<file path="src/sv/scd_pkg.sv">
// shared types and constants of the switch command decoder
// no dependencies
`default_nettype none

package scd_pkg;

  localparam int HOLD_COUNT_BITS_DEF = 16;
  localparam int IN_DATA_W = 24;
  localparam int OUT_DATA_W = 8;
  localparam int CFG_INDEX_W = 2;
  localparam int CFG_DATA_W = 16;

  localparam logic [CFG_INDEX_W-1:0] REG_HOLD_TICKS = 2'd0;
  localparam logic [CFG_INDEX_W-1:0] REG_TIME_THRESHOLD = 2'd1;

  localparam logic [15:0] HOLD_TICKS_RESET = 16'd3000;
  localparam logic [7:0] TIME_THRESHOLD_RESET = 8'd15;

  localparam logic [1:0] SW_UP = 2'd1;
  localparam logic [1:0] SW_MID = 2'd2;
  localparam logic [1:0] SW_DOWN = 2'd3;

  localparam logic [3:0] CMD_NONE = 4'd0;
  localparam logic [3:0] CMD_CANCEL = 4'd1;
  localparam logic [3:0] CMD_RECOVER = 4'd2;
  localparam logic [3:0] CMD_PREPARE = 4'd3;
  localparam logic [3:0] CMD_PREPARE_CANCEL = 4'd4;
  localparam logic [3:0] CMD_FIRE = 4'd5;
  localparam logic [3:0] CMD_ZERO_CAL = 4'd6;
  localparam logic [3:0] CMD_LEVEL = 4'd7;
  localparam logic [3:0] CMD_CARRIAGE_CAL = 4'd8;
  localparam logic [3:0] CMD_GAME_CONTROL = 4'd9;

  typedef struct packed {
    logic [1:0] left_switch;
    logic [1:0] right_switch;
    logic [1:0] knob_switch;
    logic       match_live;
    logic [7:0] time_left;
    logic [2:0] requests;
  } item_t;

  typedef struct packed {
    logic [15:0] hold_ticks;
    logic [7:0]  time_threshold;
  } cfg_t;

endpackage

`default_nettype wire

</file>
<file path="src/sv/scd_in_reg.sv">
// input register stage: unpacks one tick from the slave stream
// depends on scd_pkg
`default_nettype none

module scd_in_reg
  import scd_pkg::*;
(
  input  wire logic                 clk,
  input  wire logic                 rst,
  input  wire logic                 s_valid,
  output logic                      s_ready,
  input  wire logic [IN_DATA_W-1:0] s_data,
  input  wire logic                 advance,
  output logic                      item_valid,
  output item_t                     item
);

  assign s_ready = !item_valid || advance;

  always_ff @(posedge clk) begin
    if (rst) begin
      item_valid <= 1'b0;
    end else if (s_ready) begin
      item_valid <= s_valid;
    end
  end

  always_ff @(posedge clk) begin
    if (s_valid && s_ready) begin
      item.left_switch  <= s_data[1:0];
      item.right_switch <= s_data[3:2];
      item.knob_switch  <= s_data[5:4];
      item.match_live   <= s_data[6];
      item.time_left    <= s_data[14:7];
      item.requests     <= s_data[17:15];
    end
  end

endmodule

`default_nettype wire

</file>
<file path="src/sv/scd_decide.sv">
// decision logic and tick-to-tick state of the decoder
// depends on scd_pkg
`default_nettype none

module scd_decide
  import scd_pkg::*;
#(
  parameter int HOLD_COUNT_BITS = HOLD_COUNT_BITS_DEF
) (
  input  wire logic  clk,
  input  wire logic  rst,
  input  wire logic  advance,
  input  wire item_t item,
  input  wire cfg_t  cfg,
  output logic [3:0] command
);

  localparam int CMP_W = (HOLD_COUNT_BITS > 16) ? HOLD_COUNT_BITS : 16;

  logic [1:0] prev_left, prev_left_next;
  logic [1:0] prev_right, prev_right_next;
  logic       prepare_pending, prepare_pending_next;
  logic [2:0] pending_requests, pending_requests_next;
  logic       referee_was_true, referee_was_true_next;
  logic       hold_active, hold_active_next;
  logic [HOLD_COUNT_BITS-1:0] hold_count, hold_count_next;
  logic       hold_consumed, hold_consumed_next;

  logic [2:0] latched;
  logic       ref_cond;
  logic       knob_cond;
  logic       game_control;
  logic       left_mid;
  logic [HOLD_COUNT_BITS-1:0] count_inc;

  always_comb begin
    latched = pending_requests | item.requests;
    ref_cond = item.match_live && (item.time_left > cfg.time_threshold);
    knob_cond = (item.left_switch == SW_MID) && (item.right_switch == SW_MID) &&
                (item.knob_switch == SW_UP);
    left_mid = (item.left_switch == SW_MID);
    count_inc = (&hold_count) ? hold_count : hold_count + HOLD_COUNT_BITS'(1);

    prev_left_next = item.left_switch;
    prev_right_next = item.right_switch;
    prepare_pending_next = prepare_pending;
    pending_requests_next = latched;
    referee_was_true_next = ref_cond;
    hold_active_next = hold_active;
    hold_count_next = hold_count;
    hold_consumed_next = hold_consumed;
    game_control = 1'b0;
    command = CMD_NONE;

    // game control: referee edge first, then the knob hold
    if (ref_cond && !referee_was_true) begin
      game_control = 1'b1;
    end else if (!knob_cond) begin
      hold_active_next = 1'b0;
      hold_count_next = '0;
      hold_consumed_next = 1'b0;
    end else if (!hold_active) begin
      hold_active_next = 1'b1;
      hold_count_next = '0;
    end else begin
      hold_count_next = count_inc;
      if (!hold_consumed && (CMP_W'(count_inc) >= CMP_W'(cfg.hold_ticks))) begin
        hold_consumed_next = 1'b1;
        game_control = 1'b1;
      end
    end

    if (game_control) begin
      pending_requests_next = '0;
      command = CMD_GAME_CONTROL;
    end else if (item.left_switch == SW_UP) begin
      pending_requests_next = '0;
    end else if (!item.match_live && item.left_switch == SW_DOWN &&
                 item.right_switch == SW_DOWN) begin
      prepare_pending_next = 1'b0;
      pending_requests_next = '0;
      command = CMD_CANCEL;
    end else if (left_mid && prev_left == SW_DOWN) begin
      prepare_pending_next = 1'b0;
      pending_requests_next = '0;
      command = CMD_RECOVER;
    end else if (left_mid && prev_right == SW_MID && item.right_switch == SW_DOWN) begin
      pending_requests_next = '0;
      prepare_pending_next = !prepare_pending;
      command = prepare_pending ? CMD_PREPARE_CANCEL : CMD_PREPARE;
    end else if (left_mid && prev_right == SW_MID && item.right_switch == SW_UP) begin
      prepare_pending_next = 1'b0;
      pending_requests_next = '0;
      command = CMD_FIRE;
    end else if (latched[0]) begin
      pending_requests_next = latched & 3'b110;
      prepare_pending_next = 1'b0;
      command = CMD_ZERO_CAL;
    end else if (latched[1]) begin
      pending_requests_next = latched & 3'b101;
      prepare_pending_next = 1'b0;
      command = CMD_LEVEL;
    end else if (latched[2]) begin
      pending_requests_next = latched & 3'b011;
      prepare_pending_next = 1'b0;
      command = CMD_CARRIAGE_CAL;
    end
  end

  always_ff @(posedge clk) begin
    if (rst) begin
      prev_left <= '0;
      prev_right <= '0;
      prepare_pending <= 1'b0;
      pending_requests <= '0;
      referee_was_true <= 1'b0;
      hold_active <= 1'b0;
      hold_count <= '0;
      hold_consumed <= 1'b0;
    end else if (advance) begin
      prev_left <= prev_left_next;
      prev_right <= prev_right_next;
      prepare_pending <= prepare_pending_next;
      pending_requests <= pending_requests_next;
      referee_was_true <= referee_was_true_next;
      hold_active <= hold_active_next;
      hold_count <= hold_count_next;
      hold_consumed <= hold_consumed_next;
    end
  end

endmodule

`default_nettype wire

</file>
<file path="src/sv/scd_out_reg.sv">
// result register stage driving the master stream
// depends on scd_pkg
`default_nettype none

module scd_out_reg
  import scd_pkg::*;
(
  input  wire logic                  clk,
  input  wire logic                  rst,
  input  wire logic                  load,
  input  wire logic [3:0]            command,
  output logic                       out_free,
  output logic                       m_valid,
  input  wire logic                  m_ready,
  output logic [OUT_DATA_W-1:0]      m_data
);

  assign out_free = !m_valid || m_ready;

  always_ff @(posedge clk) begin
    if (rst) begin
      m_valid <= 1'b0;
    end else if (out_free) begin
      m_valid <= load;
    end
  end

  always_ff @(posedge clk) begin
    if (load) begin
      m_data <= {{(OUT_DATA_W-4){1'b0}}, command};
    end
  end

endmodule

`default_nettype wire

</file>
<file path="src/sv/switch_command_decoder_core.sv">
// top level of the switch command decoder: config registers and stage wiring
// depends on scd_pkg, scd_in_reg, scd_decide, scd_out_reg
//
//  channel  | direction | signals                                   | payload
//  s_axis   | in        | s_axis_tvalid/tready/tdata[23:0]          | one tick
//  m_axis   | out       | m_axis_tvalid/tready/tdata[7:0]           | one command
//  cfg      | in        | cfg_valid/ready, cfg_index[1:0], cfg_data | register write
//
// each tick's command is registered, one tick per cycle while m_axis is ready
// the state update sits in one pass of logic between input and result registers
// a stalled master side holds the result and backs up into the input register
// rst is synchronous; config registers return to their defaults, cfg_ready is always high
`default_nettype none

module switch_command_decoder_core
  import scd_pkg::*;
#(
  parameter int HOLD_COUNT_BITS = HOLD_COUNT_BITS_DEF
) (
  input  wire logic                   clk,
  input  wire logic                   rst,
  input  wire logic                   s_axis_tvalid,
  output logic                        s_axis_tready,
  // left_switch[1:0], right_switch[3:2], knob_switch[5:4], match_live[6],
  // time_left[14:7], req_zero_cal[15], req_level[16], req_carriage_cal[17]
  input  wire logic [IN_DATA_W-1:0]   s_axis_tdata,
  output logic                        m_axis_tvalid,
  input  wire logic                   m_axis_tready,
  // command[3:0]
  output logic [OUT_DATA_W-1:0]       m_axis_tdata,
  input  wire logic                   cfg_valid,
  output logic                        cfg_ready,
  input  wire logic [CFG_INDEX_W-1:0] cfg_index,
  input  wire logic [CFG_DATA_W-1:0]  cfg_data
);

  cfg_t       cfg;
  item_t      item;
  logic       item_valid;
  logic       out_free;
  logic       advance;
  logic [3:0] command;

  assign cfg_ready = 1'b1;
  assign advance = item_valid && out_free;

  always_ff @(posedge clk) begin
    if (rst) begin
      cfg.hold_ticks <= HOLD_TICKS_RESET;
      cfg.time_threshold <= TIME_THRESHOLD_RESET;
    end else if (cfg_valid) begin
      case (cfg_index)
        REG_HOLD_TICKS:     cfg.hold_ticks <= cfg_data;
        REG_TIME_THRESHOLD: cfg.time_threshold <= cfg_data[7:0];
        default: begin
        end
      endcase
    end
  end

  scd_in_reg u_in_reg (
    .clk        (clk),
    .rst        (rst),
    .s_valid    (s_axis_tvalid),
    .s_ready    (s_axis_tready),
    .s_data     (s_axis_tdata),
    .advance    (advance),
    .item_valid (item_valid),
    .item       (item)
  );

  scd_decide #(
    .HOLD_COUNT_BITS (HOLD_COUNT_BITS)
  ) u_decide (
    .clk     (clk),
    .rst     (rst),
    .advance (advance),
    .item    (item),
    .cfg     (cfg),
    .command (command)
  );

  scd_out_reg u_out_reg (
    .clk      (clk),
    .rst      (rst),
    .load     (advance),
    .command  (command),
    .out_free (out_free),
    .m_valid  (m_axis_tvalid),
    .m_ready  (m_axis_tready),
    .m_data   (m_axis_tdata)
  );

endmodule

`default_nettype wire

</file>
<file path="config.mk">
export PLATFORM = sky130hd
export DESIGN_NAME = switch_command_decoder_core
export DESIGN_NICKNAME = d
export VERILOG_FILES = /design/src/sv/scd_pkg.sv /design/src/sv/scd_in_reg.sv /design/src/sv/scd_decide.sv /design/src/sv/scd_out_reg.sv /design/src/sv/switch_command_decoder_core.sv
export SDC_FILE = /design/constraint.sdc
export NUM_CORES = 1
export LEC_CHECK = 0
export ABC_AREA = 1
export BUFFER_PORTS_ARGS = -buffer_cell sky130_fd_sc_hd__buf_2
export CAP_MARGIN = 20
export CORE_ASPECT_RATIO = 1.75
export CORE_MARGIN = 2
export CORE_UTILIZATION = 35
export CTS_BUF_LIST = sky130_fd_sc_hd__clkbuf_8
export DETAILED_ROUTE_END_ITERATION = 6
export SLEW_MARGIN = 25
export SYNTH_ARGS = -nofsm -noshare
export SYNTH_HDL_FRONTEND = slang
export SYNTH_SLANG_ARGS = --single-unit
</file>
<file path="constraint.sdc">
create_clock -name clk -period 2.6 [get_ports clk]
set_input_delay 0.52 -clock clk [delete_from_list [all_inputs] [get_ports clk]]
set_output_delay 0.52 -clock clk [all_outputs]
set_load 0.02 [all_outputs]
</file>
# After elaboration in Yosys (flattened, before gate mapping)
# Cells that the tools add are included.
# word_totals
reg_bits	75
wordCells	106
input_bits	47
output_inout_bits	11
memories	0
mem_bits_ro	0
ramBits	0
latch_bits	0
# op_classes
n_eq_ne	12
reduce_logical	31
addsub	1
div	0
muxes	35
n_bitwise	4
multipliers	0
shifts	0
n_lt_le_gt_ge	2
# op_table
op	count
$mux W16	3
$mux W4	8
$mux W3	9
$add A16 B1 Y16 const B	1
$ge A16 B16 Y1	1
$reduce_and A16 Y1	1
$mux W1	15
$logic_and A1 B1 Y1	13
$eq A2 B2 Y1 const B	6
$eq A2 B1 Y1 const B	4
$gt A8 B8 Y1	1
$reduce_and A4 Y1	2
$reduce_bool A7 Y1	1
$logic_not A1 Y1	6
$reduce_and A2 Y1	3
$reduce_or A4 Y1	1
$not A1 Y1	3
$or A3 B3 Y3	1
$reduce_or A3 Y1	1
$logic_not A2 Y1	1
$logic_or A1 B1 Y1	2
$ne A2 B1 Y1 const B	1
$ne A2 B2 Y1 const B	1

# Depth between registers and ports, before layout
# logic_depth
ltp_word	10
depth_mapped	24
mapped_depth_nobuf	24

# By module
# A second synthesis with hierarchy kept.
# hier_totals
hier_cells	541
hier_area_um2	4130.2
# modules_own_cells
mod	seq_area_each_um2	n_inst	area_per_inst_um2	cells_each
scd_decide	520.5	1	2328.5	364
switch_command_decoder_core	480.5	1	1017.2	139
scd_in_reg	560.5	1	588.1	24
scd_out_reg	140.1	1	196.4	14

# Worst setup path after synthesis
# OpenSTA, ideal clock, no wires.
# synth_path
path_type	register to register
start	reg u_decide.hold_count[0]
end	reg u_out_reg.m_data[1], data pin
t_arrival_ns	2.452
slack_ns	0.010
stages_incl_launch_ff	23
required_ns	2.462
period_less_slack_ns	2.590
setup_time_ns	0.138
n_path_buf	1
path_cell_list	dfxtp_1 > ha_1 > nand2_2 > nor2_2 > inv_2 > nor3_4 > nand2_2 > buf_6 > o21a_1 > ha_1 > nand2_1 > nand2_1 > nand2_1 > nand2_1 > nand2_1 > nand2_1 > nand2_1 > nand2_1 > nand2_1 > nand2_1 > nor2_1 > nand2_1 > nor2_1
# synth_between
elab_chain_cells	9
word_cells_on_any_way	10
cone_classes	add/sub (1); order compare (1); mux (5); reduce/logical (3)
# synth_lines
item	line_no	text
from (decl)	scd_decide.sv:26	logic [HOLD_COUNT_BITS-1:0] hold_count, hold_count_next;
from (signal assigned)	scd_decide.sv:127	hold_count <= hold_count_next;
$add A16 B1 Y16 or $reduce_and A16 Y1 (tied branches)	scd_decide.sv:42	count_inc = (&hold_count) ? hold_count : hold_count + HOLD_COUNT_BITS'(1);
$mux W16 (*)	scd_decide.sv:42	
$ge A16 B16 Y1 (*)	scd_decide.sv:67	if (!hold_consumed && (CMP_W'(count_inc) >= CMP_W'(cfg.hold_ticks))) begin
$logic_and A1 B1 Y1 (*)	scd_decide.sv:67	
$mux W1 (*)	scd_decide.sv:67	
$mux W1 (*)	scd_decide.sv:62	end else if (!hold_active) begin
$mux W1 (*)	scd_decide.sv:58	end else if (!knob_cond) begin
$mux W1 (*)	scd_decide.sv:56	if (ref_cond && !referee_was_true) begin
$reduce_or A3 Y1 (no source line) (*)	n/a	
to (signal assigned)	scd_out_reg.sv:30	m_data <= {{(OUT_DATA_W-4){1'b0}}, command};
to (decl)	scd_out_reg.sv:15	output logic [OUT_DATA_W-1:0] m_data
# Every way passes the cells marked *; elsewhere a longest branch is shown, timed or not.
# A chain may end at the register's enable or synchronous reset.

# Worst setup path after layout
# Ends and elaborated chain as after synthesis.

==> parameters.txt <==
Parameter                              Value

Outcome
  Outcome    finished, violations left
  Violated checks    negative setup slack

Finish
  Number of nets at the end of the flow    682
  Post-route core utilization    0.463
  Area of the multi-input gates    2240 sq um
  Final design instance area without fill    5140 sq um
  Most common cell after layout, fill and taps aside    nand2_1
  Syn-to-layout area delta    29.3%
  FF/Latch Area    1710 sq um
  Fraction of final layout cells sized beyond drive strength 1    0.278
  Number of filler instances in the final layout    1138
  Top library cells by usage in the layout, fill and taps aside    nand2_1 (94), inv_1 (70), a21oi_1 (52), nor2_1 (50), dfxtp_1 (47)
  Diode count    0

Placement
  Number of I/O port buffers    46
  Total placed instance area    4570 sq um
  Post-detailed-placement half-perimeter wirelength    7210 um
  Placer Congestion    0.884

CTS
  Buffer levels on the longest clock path    2
  Root Buffer Master    clkbuf_8
  Number of levels the H-tree was split into    3
  Clock input transition at the sequential cells of the worst setup and hold paths    0.08 ns
  Number of buffers added by the clock tree synthesis step    9
  Worst-skew pair later-pin latency    0.35 ns
  Total of hold buffers inserted after clock tree synthesis    0
  CTS tree    done
  Clk sinks    74

Yosys
  Syn Inst Count    522
  Post-synth EDFFs    22
  Netlist cell types    34
  Syn Std Cell Area    3970 sq um
  Yosys synthesis warning count    0
  Proportion of netlist area held by the largest area contributor    0.262
  Share of flip-flops with an asynchronous set or reset    0
  Flops & latches, synth    74
  Most used flip-flop cell after synthesis    dfxtp_1
  Synthesized area per cell    7.61 sq um
  Cell types with the largest area share after synthesis    dfxtp_1 (26%), edfxtp_1 (17%), nand2_1 (10%), ha_1 (7.9%), a21oi_1 (7.1%)
  Post-synthesis sequential area ratio    0.428
  Cell type with the highest aggregate area in the netlist    dfxtp_1

STA
  Period utilization    1.03
  RSZ-0062 raised after global routing    yes
  Slew at the pin with the worst max-slew slack    0.644 ns
  Upper clock frequency limit    375 MHz
  Worst hold-check slack    0.344 ns
  Max Clock Skew    0.0104 ns
  Setup-violating endpoint count in the final report    5
  Worst-case setup margin in the final layout    -0.0662 ns
  Max-slew violations    0
  Worst slew margin    0.570
  Shortest clock period the worst path allows after layout    2.67 ns
  Total count of hold-check failures in the final report    0

Power
  Power density of the placed cells    439 nW/um^2
  Power after layout    2260 uW
  Net Sw Power    595 uW
  Share of power burned in registers    0.560
  Worst ir drop on vdd    429 uV
  Leak pwr    0.00232 uW
  Clock share of power    0.328
  Power share of the combinational group    0.112
  Fraction of power spent switching nets    0.264
  Cell-internal power    1660 uW

Floorplan
  Die ar.    12300 sq um
  Core footprint    11100 sq um
  Die height    145 um
  Top-level I/O count    58
  Starting Density    0.358
  Horizontal extent of the die    84.5 um
  Rows    51

Route
  Antenna-violating nets left    0
  Via density per instance    4.91
  Violation count after the first detailed-routing iteration    239
  Remaining DRCs    0
  Vias    3665
  Sum of routed wire length over all layers    9800 um
  Drt pass-1 iters    4
  Detailed-route wire length per cell    13.1 um

Critical path
  Type of the worst setup path    flop to flop
  Maximum net fanout on the critical path    5
  Most frequent CP cell    nand2_2
  Data arrival time of the critical path    2.77 ns
  Critical-path cell with the highest stage delay    dfxtp_2
  Required time of the worst setup path    2.71 ns
  Worst setup EP type    flop
  Delay of the slowest cell on the worst path    0.36 ns
  Buffers and inverters on the worst path    2
  Cell chain of the critical path    ha_4 -> nand2_4 -> nor2_4 -> inv_2 -> nor3_4 -> buf_6 -> nand2_8 -> o21a_1 -> ha_4 -> nand4_1 -> nor2_1 -> nor2_2 -> nand2_2 -> nand2_2 -> nand2_2 -> nand2_2 -> nand2_2 -> nor2_4 -> nand2_1 -> nor2_1
  Cell family contributing the most delay on the critical path    simple AND/OR/NAND/NOR gates
  Element type at the critical path start    flop

GRT
  Remaining Overflow, GRT    0
  Total routing resource utilization after global routing    0.159
  Initial antenna violation count    0
  Pin count of the biggest net entering global routing    27
  Via count of the first global-routing pass    3660
  Wire length of the first global-routing pass    15800 um

Job
  Max-cap check violation count    0

Hold path
  Tightest Hold Check Type    input port to flop
[stage by stage]
step,setup TNS [ns],setup slack (ns),std cells
2_1_floorplan,0,0.0104,525
3_3_place_gp,-0.962,-0.180,724
3_5_place_dp,-1.39,-0.228,724
4_1_cts,-0.253,-0.0735,745
5_1_grt,-1.11,-0.206,747
6_report,-0.121,-0.0662,747
[cell usage after synthesis, types with 2 or more instances]
| library cell | count |
|---|---|
| o21bai_1 | 2 |
| o211ai_1 | 10 |
| buf_4 | 7 |
| xnor2_1 | 2 |
| nand3_1 | 25 |
| xor2_1 | 6 |
| buf_2 | 3 |
| conb_1 | 2 |
| o21a_1 | 2 |
| edfxtp_1 | 22 |
| nand4_1 | 8 |
| clkbuf_1 | 8 |
| ha_1 | 25 |
| and2_1 | 2 |
| o21ai_0 | 32 |
| nand2_1 | 108 |
| nor3_1 | 7 |
| nand2_2 | 5 |
| a21oi_1 | 56 |
| buf_6 | 2 |
| dfxtp_1 | 52 |
| inv_1 | 69 |
| nor4_1 | 2 |
| nor2_1 | 55 |
[logic make-up (layout without fill, tap and decap cells)]
group / Yosys count / count (layout) / synth area share
buf+inv: 91 / 180 / 0.0973
xor+xnor: 8 / 8 / 0.0176
fa+ha+maj: 25 / 25 / 0.0787
other cells: 2 / 5 / 0.00189
flops: 74 / 74 / 0.428
simple gates: 217 / 218 / 0.233
compound gates: 105 / 105 / 0.143
[area by class of cell]
class | count | share of cell area
Timing Repair Buffer | 93 | 0.117
Clock buffer | 9 | 0.0241
Clock inverter | 7 | 0.00585
Inverter | 71 | 0.0519
Sequential cell | 74 | 0.333
Tap cell | 132 | 0.0322
Multi-Input combinational cell | 361 | 0.436
[path summary, 6_finish.rpt]
| path | start | to | slack, ns | cells after the start |
|---|---|---|---|---|
| min reg2reg | cfg[5]$_SDFFE_PP0P_ | cfg[5]$_SDFFE_PP0P_ | 0.46 | 2 |
| max reg2reg | u_decide.hold_count[0]$_SDFFE_PP0P_ | u_out_reg.m_data[1]$_SDFFCE_PP0P_ | -0.07 | 20 |
| max | u_decide.hold_count[0]$_SDFFE_PP0P_ | u_out_reg.m_data[1]$_SDFFCE_PP0P_ | -0.07 | 20 |
| min | s_axis_tdata[6] | u_in_reg.item[11]$_DFFE_PP_ | 0.34 | 1 |
[metal layers]
metal,global-route usage,wire length (um)
met1,0.154,3630
met4,0.0913,401
met3,0.0301,300
met5,0,0
met2,0.302,5460
[power groups by stage]
stage                     Clock, uW  Combinational [uW]  Sequential [uW]
final                           739                 253             1260
after global routing            814                 287             1270
after CTS                       770                 245             1260
after detailed placement          0                 235             1290
after global placement            0                 228             1290
after floorplan                   0                 160             1290
[repair_timing]
| action | CTS | global route |
|---|---|---|
| hold endpoints to repair | 0 | 0 |
| endpoints found under the setup margin | 7 | 8 |
| resized for setup | 32 | 47 |
| buffers inserted | 4 | 3 |
| pin swaps | 11 | 12 |
| gates cloned | 1 | 0 |
[flip-flops by register name (all words and copies together), names as in the netlist]
register and flops:
u_decide.prepare_pending 1, u_decide.hold_consumed 1, u_out_reg.m_data 4, u_decide.prev_right 2, u_in_reg.item_valid 1, u_out_reg.m_valid 1
u_decide.hold_active 1, u_decide.hold_count 16, u_decide.referee_was_true 1, u_decide.prev_left 2, cfg 24, u_decide.pending_requests 2
u_in_reg.item 18
Note: power is estimated with default switching activity, not from simulation.
